File: src/rtl/srt_pkg.sv
// Shared types, constants and the half-step coil table for the stepper axis rate tracker.
// No dependencies; every other file refers to it by scoped names.
`timescale 1ns / 1ps
`default_nettype none

package srt_pkg;

  // Field widths
  localparam int unsigned ErrW     = 16;
  localparam int unsigned MagW     = ErrW + 1;
  localparam int unsigned TimeW    = 32;
  localparam int unsigned IvW      = 16;
  localparam int unsigned PhaseW   = 3;
  localparam int unsigned CoilW    = 4;
  localparam int unsigned CfgIdxW  = 3;
  localparam int unsigned CfgDataW = 16;
  localparam int unsigned ProdW    = 2 * IvW;

  // Divider: quotient is known to fit IvW bits, so IvW restoring steps suffice
  localparam int unsigned DivSteps = IvW;
  localparam int unsigned DivCntW  = $clog2(DivSteps);

  // Register reset values
  localparam logic [CfgDataW-1:0] DeadbandRst = 16'd50;
  localparam logic [CfgDataW-1:0] MaxErrRst   = 16'd1000;
  localparam logic [CfgDataW-1:0] FastRst     = 16'd2;
  localparam logic [CfgDataW-1:0] SlowRst     = 16'd20;

  // Register indexes
  typedef enum logic [CfgIdxW-1:0] {
    CFG_REVERSE  = 3'd0,
    CFG_DEADBAND = 3'd1,
    CFG_MAX_ERR  = 3'd2,
    CFG_FASTEST  = 3'd3,
    CFG_SLOWEST  = 3'd4
  } cfg_idx_e;

  typedef struct packed {
    logic                reverse;
    logic [CfgDataW-1:0] deadband;
    logic [CfgDataW-1:0] max_error;
    logic [CfgDataW-1:0] fastest;
    logic [CfgDataW-1:0] slowest;
  } cfg_t;

  // Sequencer states, one-hot
  typedef enum logic [3:0] {
    S_IDLE = 4'b0001,
    S_MUL  = 4'b0010,
    S_DIV  = 4'b0100,
    S_DONE = 4'b1000
  } state_e;

  // Divider status from divider to sequencer
  typedef struct packed {
    logic busy;
    logic done;
  } div_stat_t;

  // Half-step coil sequence
  function automatic logic [CoilW-1:0] coil_of(input logic [PhaseW-1:0] ph);
    logic [CoilW-1:0] c;
    case (ph)
      3'd0:    c = 4'h1;
      3'd1:    c = 4'h3;
      3'd2:    c = 4'h2;
      3'd3:    c = 4'h6;
      3'd4:    c = 4'h4;
      3'd5:    c = 4'hC;
      3'd6:    c = 4'h8;
      3'd7:    c = 4'h9;
      default: c = 4'h1;
    endcase
    return c;
  endfunction

endpackage

`default_nettype wire

File: src/rtl/srt_if.sv
// Valid/ready channel interfaces for the tracker's input and result beats.
// Depends on srt_pkg for field widths.
`timescale 1ns / 1ps
`default_nettype none

interface srt_in_if;
  logic                                 valid;
  logic                                 ready;
  logic signed [srt_pkg::ErrW-1:0]      angle_error;
  logic                                 tracking;
  logic        [srt_pkg::TimeW-1:0]     time_now;

  modport source (output valid, angle_error, tracking, time_now, input ready);
  modport sink   (input valid, angle_error, tracking, time_now, output ready);
endinterface

interface srt_out_if;
  logic                          valid;
  logic                          ready;
  logic                          stepped;
  logic [srt_pkg::CoilW-1:0]     coil_pattern;
  logic [srt_pkg::PhaseW-1:0]    phase_index;

  modport source (output valid, stepped, coil_pattern, phase_index, input ready);
  modport sink   (input valid, stepped, coil_pattern, phase_index, output ready);
endinterface

`default_nettype wire

File: src/rtl/srt_cfg_regs.sv
// Configuration register file: five write-only registers with their reset values.
// Depends on srt_pkg.
`timescale 1ns / 1ps
`default_nettype none

module srt_cfg_regs (
  input  wire logic                           clk_i,
  input  wire logic                           rst_ni,
  input  wire logic                           cfg_we_i,
  input  wire logic [srt_pkg::CfgIdxW-1:0]    cfg_idx_i,
  input  wire logic [srt_pkg::CfgDataW-1:0]   cfg_wdata_i,
  output srt_pkg::cfg_t                       cfg_o
);

  srt_pkg::cfg_t cfg_q;

  // Register writes; unknown indexes are dropped
  always_ff @(posedge clk_i or negedge rst_ni) begin
    if (!rst_ni) begin
      cfg_q.reverse   <= 1'b0;
      cfg_q.deadband  <= srt_pkg::DeadbandRst;
      cfg_q.max_error <= srt_pkg::MaxErrRst;
      cfg_q.fastest   <= srt_pkg::FastRst;
      cfg_q.slowest   <= srt_pkg::SlowRst;
    end else if (cfg_we_i) begin
      case (srt_pkg::cfg_idx_e'(cfg_idx_i))
        srt_pkg::CFG_REVERSE:  cfg_q.reverse   <= cfg_wdata_i[0];
        srt_pkg::CFG_DEADBAND: cfg_q.deadband  <= cfg_wdata_i;
        srt_pkg::CFG_MAX_ERR:  cfg_q.max_error <= cfg_wdata_i;
        srt_pkg::CFG_FASTEST:  cfg_q.fastest   <= cfg_wdata_i;
        srt_pkg::CFG_SLOWEST:  cfg_q.slowest   <= cfg_wdata_i;
        default: ;
      endcase
    end
  end

  assign cfg_o = cfg_q;

endmodule

`default_nettype wire

File: src/rtl/srt_divider.sv
// Iterative restoring divider, one quotient bit per cycle.
// Caller guarantees dividend < divisor * 2^IvW so the quotient fits IvW bits. Depends on srt_pkg.
`timescale 1ns / 1ps
`default_nettype none

module srt_divider (
  input  wire logic                        clk_i,
  input  wire logic                        rst_ni,
  input  wire logic                        start_i,
  input  wire logic [srt_pkg::ProdW-1:0]   dividend_i,
  input  wire logic [srt_pkg::IvW-1:0]     divisor_i,
  output srt_pkg::div_stat_t               stat_o,
  output logic      [srt_pkg::IvW-1:0]     quotient_o
);

  logic                          busy_q;
  logic                          done_q;
  logic [srt_pkg::DivCntW-1:0]   cnt_q;
  logic [srt_pkg::IvW-1:0]       rem_q;
  logic [srt_pkg::IvW-1:0]       quo_q;
  logic [srt_pkg::IvW-1:0]       dvs_q;

  logic [srt_pkg::IvW:0]         shifted;
  logic [srt_pkg::IvW:0]         trial;
  logic                          qbit;
  logic [srt_pkg::IvW-1:0]       rem_d;
  logic                          last;

  // One restoring step: shift in next dividend bit, subtract if it fits
  assign shifted = {rem_q, quo_q[srt_pkg::IvW-1]};
  assign trial   = shifted - {1'b0, dvs_q};
  assign qbit    = (shifted >= {1'b0, dvs_q});
  assign rem_d   = qbit ? trial[srt_pkg::IvW-1:0] : shifted[srt_pkg::IvW-1:0];
  assign last    = (cnt_q == srt_pkg::DivCntW'(srt_pkg::DivSteps - 1));

  // Control
  always_ff @(posedge clk_i or negedge rst_ni) begin
    if (!rst_ni) begin
      busy_q <= 1'b0;
      done_q <= 1'b0;
      cnt_q  <= '0;
    end else begin
      done_q <= busy_q && last;
      if (start_i) begin
        busy_q <= 1'b1;
        cnt_q  <= '0;
      end else if (busy_q) begin
        cnt_q <= cnt_q + srt_pkg::DivCntW'(1);
        if (last) busy_q <= 1'b0;
      end
    end
  end

  // Datapath: remainder, quotient/dividend shift register, held divisor
  always_ff @(posedge clk_i) begin
    if (start_i) begin
      rem_q <= dividend_i[srt_pkg::ProdW-1:srt_pkg::IvW];
      quo_q <= dividend_i[srt_pkg::IvW-1:0];
      dvs_q <= divisor_i;
    end else if (busy_q) begin
      rem_q <= rem_d;
      quo_q <= {quo_q[srt_pkg::IvW-2:0], qbit};
    end
  end

  assign stat_o.busy = busy_q;
  assign stat_o.done = done_q;
  assign quotient_o  = quo_q;

endmodule

`default_nettype wire

File: src/rtl/stepper_axis_rate_tracker_top.sv
// Top level of the half-step stepper axis rate tracker: sequencer, phase and due-time state.
// Depends on srt_pkg, srt_if, srt_cfg_regs and srt_divider.
//
//  channel   dir  handshake         payload
//  in_i      in   valid/ready       angle_error[15:0] s, tracking, time_now[31:0]
//  out_o     out  valid/ready       stepped, coil_pattern[3:0], phase_index[2:0]
//  cfg       in   cfg_we_i only     cfg_idx_i[2:0], cfg_wdata_i[15:0]
//
// One item at a time: a beat that needs no interpolation goes straight from accept to the
// write-back state; one in the linear region passes the multiply state, 16 divider steps
// of one quotient bit per cycle and the divider's done flag before write-back.
// in_i.ready is high only while the sequencer is idle. Reset is asynchronous, active low,
// and clears phase, due time and the result valid. A stalled result holds the sequencer
// in its write-back state until out_o is taken.
`timescale 1ns / 1ps
`default_nettype none

module stepper_axis_rate_tracker_top (
  input  wire logic                          clk_i,
  input  wire logic                          rst_ni,
  srt_in_if.sink                             in_i,
  srt_out_if.source                          out_o,
  input  wire logic                          cfg_we_i,
  input  wire logic [srt_pkg::CfgIdxW-1:0]   cfg_idx_i,
  input  wire logic [srt_pkg::CfgDataW-1:0]  cfg_wdata_i
);

  srt_pkg::cfg_t               cfg;
  srt_pkg::state_e             state_q;
  srt_pkg::div_stat_t          div_stat;

  logic [srt_pkg::PhaseW-1:0]  phase_q;
  logic [srt_pkg::TimeW-1:0]   due_q;
  logic                        out_valid_q;
  logic                        res_step_q;
  logic [srt_pkg::PhaseW-1:0]  res_phase_q;

  logic [srt_pkg::TimeW-1:0]   now_q;
  logic [srt_pkg::IvW-1:0]     ival_q;
  logic [srt_pkg::IvW-1:0]     diff_q;
  logic [srt_pkg::IvW-1:0]     span_q;
  logic                        step_flag_q;
  logic                        upd_due_q;

  logic                        accept;
  logic                        neg;
  logic [srt_pkg::MagW-1:0]    mag;
  logic [srt_pkg::MagW-1:0]    mag_off;
  logic                        quiet;
  logic [srt_pkg::TimeW-1:0]   since_due;
  logic                        due_ok;
  logic                        at_max;
  logic                        flat;
  logic                        inv;
  logic                        forward;
  logic [srt_pkg::PhaseW-1:0]  phase_next;
  logic                        wb_go;
  logic                        div_start;
  logic [srt_pkg::ProdW-1:0]   product;
  logic [srt_pkg::IvW-1:0]     quotient;

  srt_cfg_regs u_cfg (
    .clk_i       (clk_i),
    .rst_ni      (rst_ni),
    .cfg_we_i    (cfg_we_i),
    .cfg_idx_i   (cfg_idx_i),
    .cfg_wdata_i (cfg_wdata_i),
    .cfg_o       (cfg)
  );

  // Combinational multiply feeds the divider, which registers it at start
  assign product   = diff_q * span_q;
  assign div_start = (state_q == srt_pkg::S_MUL);

  srt_divider u_div (
    .clk_i      (clk_i),
    .rst_ni     (rst_ni),
    .start_i    (div_start),
    .dividend_i (product),
    .divisor_i  (cfg.max_error - cfg.deadband),
    .stat_o     (div_stat),
    .quotient_o (quotient)
  );

  // Input decode: magnitude, deadband, due test, interval region
  assign accept    = in_i.valid && in_i.ready;
  assign neg       = in_i.angle_error[srt_pkg::ErrW-1];
  assign mag       = neg ? (srt_pkg::MagW'(17'h10000) - {1'b0, in_i.angle_error})
                         : {1'b0, in_i.angle_error};
  assign mag_off   = mag - {1'b0, cfg.deadband};
  assign quiet     = !in_i.tracking || (mag <= {1'b0, cfg.deadband});
  assign since_due = in_i.time_now - due_q;
  assign due_ok    = !since_due[srt_pkg::TimeW-1];
  assign at_max    = (mag >= {1'b0, cfg.max_error});
  assign flat      = (cfg.max_error <= cfg.deadband);
  assign inv       = (cfg.fastest > cfg.slowest);
  assign forward   = neg ^ cfg.reverse;
  assign phase_next = forward ? (phase_q + srt_pkg::PhaseW'(1))
                              : (phase_q - srt_pkg::PhaseW'(1));

  assign wb_go = (state_q == srt_pkg::S_DONE) && (!out_valid_q || out_o.ready);

  // Sequencer and architectural state
  always_ff @(posedge clk_i or negedge rst_ni) begin
    if (!rst_ni) begin
      state_q     <= srt_pkg::S_IDLE;
      phase_q     <= '0;
      due_q       <= '0;
      out_valid_q <= 1'b0;
    end else begin
      // Result valid: set on write-back, cleared when the beat is taken
      if (wb_go) out_valid_q <= 1'b1;
      else if (out_o.ready) out_valid_q <= 1'b0;
      case (state_q)
        srt_pkg::S_IDLE: begin
          if (accept) begin
            if (!quiet && due_ok) phase_q <= phase_next;
            if (!quiet && due_ok && !at_max && !flat && !inv) state_q <= srt_pkg::S_MUL;
            else state_q <= srt_pkg::S_DONE;
          end
        end
        srt_pkg::S_MUL:  state_q <= srt_pkg::S_DIV;
        srt_pkg::S_DIV: begin
          if (div_stat.done) state_q <= srt_pkg::S_DONE;
        end
        srt_pkg::S_DONE: begin
          if (wb_go) begin
            if (upd_due_q) due_q <= now_q + {{(srt_pkg::TimeW - srt_pkg::IvW){1'b0}}, ival_q};
            state_q <= srt_pkg::S_IDLE;
          end
        end
        default: state_q <= srt_pkg::S_IDLE;
      endcase
    end
  end

  // Per-item working registers and result payload
  always_ff @(posedge clk_i) begin
    if (accept) begin
      now_q       <= in_i.time_now;
      step_flag_q <= !quiet && due_ok;
      upd_due_q   <= quiet || due_ok;
      diff_q      <= mag_off[srt_pkg::IvW-1:0];
      span_q      <= cfg.slowest - cfg.fastest;
      if (quiet)            ival_q <= '0;
      else if (at_max)      ival_q <= cfg.fastest;
      else                  ival_q <= cfg.slowest;
    end
    if ((state_q == srt_pkg::S_DIV) && div_stat.done) ival_q <= cfg.slowest - quotient;
    if (wb_go) begin
      res_step_q  <= step_flag_q;
      res_phase_q <= phase_q;
    end
  end

  assign in_i.ready         = (state_q == srt_pkg::S_IDLE);
  assign out_o.valid        = out_valid_q;
  assign out_o.stepped      = res_step_q;
  assign out_o.phase_index  = res_phase_q;
  assign out_o.coil_pattern = srt_pkg::coil_of(res_phase_q);

  // Checks
  a_ready_div_idle: assert property (@(posedge clk_i) disable iff (!rst_ni)
    in_i.ready |-> !div_stat.busy)
    else $error("input ready while divider busy");

  a_div_done_state: assert property (@(posedge clk_i) disable iff (!rst_ni)
    div_stat.done |-> (state_q == srt_pkg::S_DIV))
    else $error("divider finished outside divide state");

  a_result_from_wb: assert property (@(posedge clk_i) disable iff (!rst_ni)
    $rose(out_o.valid) |-> $past(state_q == srt_pkg::S_DONE))
    else $error("result raised without write-back");

  a_phase_on_accept: assert property (@(posedge clk_i) disable iff (!rst_ni)
    (phase_q != $past(phase_q)) |-> $past(in_i.valid && in_i.ready))
    else $error("phase moved without an accepted beat");

endmodule

`default_nettype wire
File: src/flat_wrapper.sv
// flat-port wrapper written by rule: the top's interface ports become plain ports
module stepper_axis_rate_tracker_top_flat 
  (clk_i, rst_ni, cfg_we_i, cfg_idx_i, cfg_wdata_i, in_i_valid, in_i_angle_error, in_i_tracking, in_i_time_now, in_i_ready, out_o_valid, out_o_stepped, out_o_coil_pattern, out_o_phase_index, out_o_ready);
  srt_in_if in_i_i ();
  srt_out_if out_o_i ();
  input  wire logic clk_i;
  input  wire logic rst_ni;
  input  wire logic cfg_we_i;
  input  wire logic [srt_pkg::CfgIdxW-1:0] cfg_idx_i;
  input  wire logic [srt_pkg::CfgDataW-1:0] cfg_wdata_i;
  input wire logic [$bits(in_i_i.valid)-1:0] in_i_valid;
  input wire logic [$bits(in_i_i.angle_error)-1:0] in_i_angle_error;
  input wire logic [$bits(in_i_i.tracking)-1:0] in_i_tracking;
  input wire logic [$bits(in_i_i.time_now)-1:0] in_i_time_now;
  output wire logic [$bits(in_i_i.ready)-1:0] in_i_ready;
  output wire logic [$bits(out_o_i.valid)-1:0] out_o_valid;
  output wire logic [$bits(out_o_i.stepped)-1:0] out_o_stepped;
  output wire logic [$bits(out_o_i.coil_pattern)-1:0] out_o_coil_pattern;
  output wire logic [$bits(out_o_i.phase_index)-1:0] out_o_phase_index;
  input wire logic [$bits(out_o_i.ready)-1:0] out_o_ready;
  assign in_i_i.valid = in_i_valid;
  assign in_i_i.angle_error = in_i_angle_error;
  assign in_i_i.tracking = in_i_tracking;
  assign in_i_i.time_now = in_i_time_now;
  assign in_i_ready = in_i_i.ready;
  assign out_o_valid = out_o_i.valid;
  assign out_o_stepped = out_o_i.stepped;
  assign out_o_coil_pattern = out_o_i.coil_pattern;
  assign out_o_phase_index = out_o_i.phase_index;
  assign out_o_i.ready = out_o_ready;
  stepper_axis_rate_tracker_top u_core (.clk_i(clk_i), .rst_ni(rst_ni), .in_i(in_i_i), .out_o(out_o_i), .cfg_we_i(cfg_we_i), .cfg_idx_i(cfg_idx_i), .cfg_wdata_i(cfg_wdata_i));
endmodule
File: config.mk
export PLATFORM = sky130hd
export DESIGN_NAME = stepper_axis_rate_tracker_top_flat
export DESIGN_NICKNAME = d
export VERILOG_FILES = /design/src/rtl/srt_pkg.sv /design/src/rtl/srt_if.sv /design/src/rtl/srt_cfg_regs.sv /design/src/rtl/srt_divider.sv /design/src/rtl/stepper_axis_rate_tracker_top.sv /design/src/flat_wrapper.sv
export SDC_FILE = /design/constraint.sdc
export NUM_CORES = 1
export LEC_CHECK = 0
export BUFFER_PORTS_ARGS = -buffer_cell sky130_fd_sc_hd__buf_2
export CORE_UTILIZATION = 48
export DETAILED_ROUTE_END_ITERATION = 10
export HOLD_SLACK_MARGIN = 0.02
export SLEW_MARGIN = 10
export SYNTH_ARGS = -nofsm -noshare
export SYNTH_HDL_FRONTEND = slang
export SYNTH_SLANG_ARGS = --single-unit
File: constraint.sdc
create_clock -name clk_i -period 11 [get_ports clk_i]
set_input_delay 2.2 -clock clk_i [delete_from_list [all_inputs] [get_ports clk_i]]
set_output_delay 2.2 -clock clk_i [all_outputs]
set_load 0.01 [all_outputs]
==> flow_summary.toml <==
[clocking]
post-cts-setup-buffers = 0
htree_levels = 1
postCtsHoldBufs = 0
cts_max_path_buffers = 3
clock_sink_count = 249
clk_latency_ns = 0.57
cts-buffers-inserted = 28
clk_pin_slew_worst_paths_ns = 0.06
cts-root-buf = "clkbuf_16"
cts_resized = 0
cts_tree = "built"

[sta]
rsz0062_at_grt = "no"
setup_viol = 0
clock_skew_ns = 0.0272
fmax_mhz = 144
slew_viol_final = 0
finalSetupTns_ns = 0
final.period_utilization = 0.631
worst_pin_slew_ns = 1.26
post-route-min-period_ns = 6.94
slew_headroom = 0.148
hold_violations = 0

[yosys]
synth_nets = 2994
synth_area_per_cell_um2 = 9.50
netlist.area_leader.share = 0.171
ys_ff_latch = 249
ys_async_sr_fraction = 0.446
syn_area_mm2 = 0.0235
seq_area_frac_synth = 0.294
yosysWarnings = 0
synth_area_leaders = "fa_1 (17%), edfxtp_1 (17%), ha_1 (13%), dfrtp_1 (10%), inv_1 (5.9%)"
yosysTopAreaCell = "fa_1"
synth-edff-count = 134
yosys_most_used_dff = "edfxtp_1"
synthCells = 2473
ys_types = 75

[critical_path]
r2r_slack_ns = 4.06
worstPathArrival_ns = 7.21
cpPeakStageDelay_ns = 0.89
regToRegStartpoint = "u_core.span_q[11]$_DFFE_PP_"
critPathLaunchType = "register"
critical_path_peak_fanout = 16
endpoint_kind = "register"
ff2ff_path_depth = 20
critical_path_required_ns = 11.27
cpMaxStageDelayCell = "edfxtp_1"
cp_cell_sequence = "nand2_1, fa_1, inv_1, fa_1, fa_1, fa_1, fa_1, inv_1, fa_1, inv_1, ha_1, a21o_1, a21oi_1, o21ai_0, a21oi_1, o21ai_1, a2111o_1, a31oi_1, xor2_1, a21oi_1"
setup.worst_path.start = "u_core.span_q[11]$_DFFE_PP_"
crit_type = "reg -> reg"
cp_common_cell = "fa_1"
reg2reg_to = "u_core.u_div.rem_q[13]$_DFFE_PP_"

[drt]
drt_iter0_drc = 1135
wl_per_cell_um = 18.6
dr.pass1.iters = 6
viasPerCell = 5.52
routed_wl_um = 58900
vias = 17450
ant_nets = 0
route.detailed.drc = 0

[placed_design]
dp_cells = 3112
gp_congestion = 0.878
port_buffers = 82
post-dp-hpwl_um = 45600

[worst_hold_path]
worstHoldStart = "u_core.step_flag_q$_DFFE_PP_"
hold_class = "reg -> reg"
min_path_cells = 0
whs_endpoint = "u_core.out_o.stepped$_DFFE_PP_"

[floorplanning]
die_area_mm2 = 0.0498
start_util = 0.489
core_mm2 = 0.0480
die_h_um = 223
die_w_um = 223
pin_count = 83
num_rows = 80

[global_route]
grt_pass1_wl_um = 96700
grt_pass1_vias = 18280
grt_max_degree = 79
overflow = 0
grt.total_usage = 0.246
antenna_found_initial = 1

[layout]
final_core_util = 0.529
nets = 3048
area_growth_pct = 8.25
num_antenna_cells = 0
layout-drive-gt1-share = 0.0777
finalNonFillerCells = 3164

[run_status]
status = "finished, final reports clean"

[flow_run]
maxCapViolations = 0
-- through the flow --
stage / hold WS [ns] / area (um^2) / setup slack (ns)
after floorplan: 0.400 / 23500 / 2.92
after global placement: 0.410 / 24500 / 4.25
after detailed placement: 0.424 / 24500 / 4.10
after CTS: 0.422 / 25400 / 4.06
after global routing: 0.435 / 25400 / 3.71
final: 0.419 / 25400 / 4.06
-- cells in the mapped netlist, types with 34 or more instances --
| library cell | n |
|---|---|
| dfrtp_1 | 98 |
| ha_1 | 247 |
| nor2_1 | 107 |
| o21ai_0 | 111 |
| a21o_1 | 36 |
| xnor2_1 | 76 |
| clkbuf_1 | 62 |
| nand2_1 | 297 |
| edfxtp_1 | 134 |
| and2_1 | 120 |
| xor2_1 | 61 |
| o21ai_1 | 36 |
| a21oi_1 | 139 |
| mux2_2 | 34 |
| fa_1 | 201 |
| inv_1 | 369 |
-- worst max-delay path, delay by kind of cell (launching register included) --
kind	cells	cell delay (ns)
fa+ha+maj	7	3.58
buf+inv	3	0.17
flops	1	0.89
simple gates	1	0.16
compound gates	8	1.65
xor+xnor	1	0.17
-- per-layer routing --
layer	GRT usage	vias up	share of wire
met2	0.414	424	0.47
li1	-	8368	-
met4	0.0672	0	0.026
met1	0.334	8558	0.45
met3	0.0313	100	0.051
met5	0	-	0
-- flip-flops by register name, summed over array words and instances, names as in the netlist, 3 cells and up --
register                   flops
u_core.span_q                 16
u_core.u_div.quotient_o       16
u_core.u_div.rem_q            16
u_core.now_q                  32
u_core.phase_q                 3
u_core.state_q                 4
u_core.u_cfg.cfg_o            65
u_core.due_q                  32
u_core.ival_q                 16
u_core.out_o.coil_pattern      4
u_core.u_div.dvs_q            16
u_core.diff_q                 16
u_core.u_div.cnt_q             4
u_core.out_o.phase_index       3
-- layout make-up --
type	instances	area (um^2)
fillers	4468	22600
multi-input cells	1788	15000
flip-flops and latches	249	6900
inverters	370	1390
clock buffers	44	873
well taps	615	769
repair buffers	90	473
clock inverters	8	42.5
-- worst max path at each step --
stage,endpoint,slack (ns),depth (start not counted)
after CTS,u_core.u_div.rem_q[13]$_DFFE_PP_,4.06,20
after detailed placement,u_core.u_div.rem_q[13]$_DFFE_PP_,4.10,20
after floorplan,u_core.ival_q[0]$_DFFE_PP_,2.92,4
after global routing,u_core.u_div.rem_q[13]$_DFFE_PP_,3.71,20
after global placement,u_core.u_div.rem_q[13]$_DFFE_PP_,4.25,20
final,u_core.u_div.rem_q[13]$_DFFE_PP_,4.06,20
-- cell usage in the layout, fill, tap and decap left out, drive strengths merged, types with 29 or more instances in the layout --
master and n:
nor2 108, xor2 61, dfrtp 98, buf 90, nor3 29, a21o 36
clkbuf 44, inv 371, ha 247, and2 120, mux2 34, xnor2 76
edfxtp 134, nand2b 32, a21oi 140, fa 201, o21ai 147, nand2 297
-- kinds of logic after synthesis --
logic type | Yosys count | synth area share
compound gates | 476 | 0.125
xor+xnor | 137 | 0.0511
fa+ha+maj | 448 | 0.303
buf+inv | 436 | 0.0699
flops | 249 | 0.294
mux | 43 | 0.0201
simple gates | 684 | 0.138
Power is not shown: default switching activity piles up to over one toggle a cycle in this logic, so the estimate is an artifact.
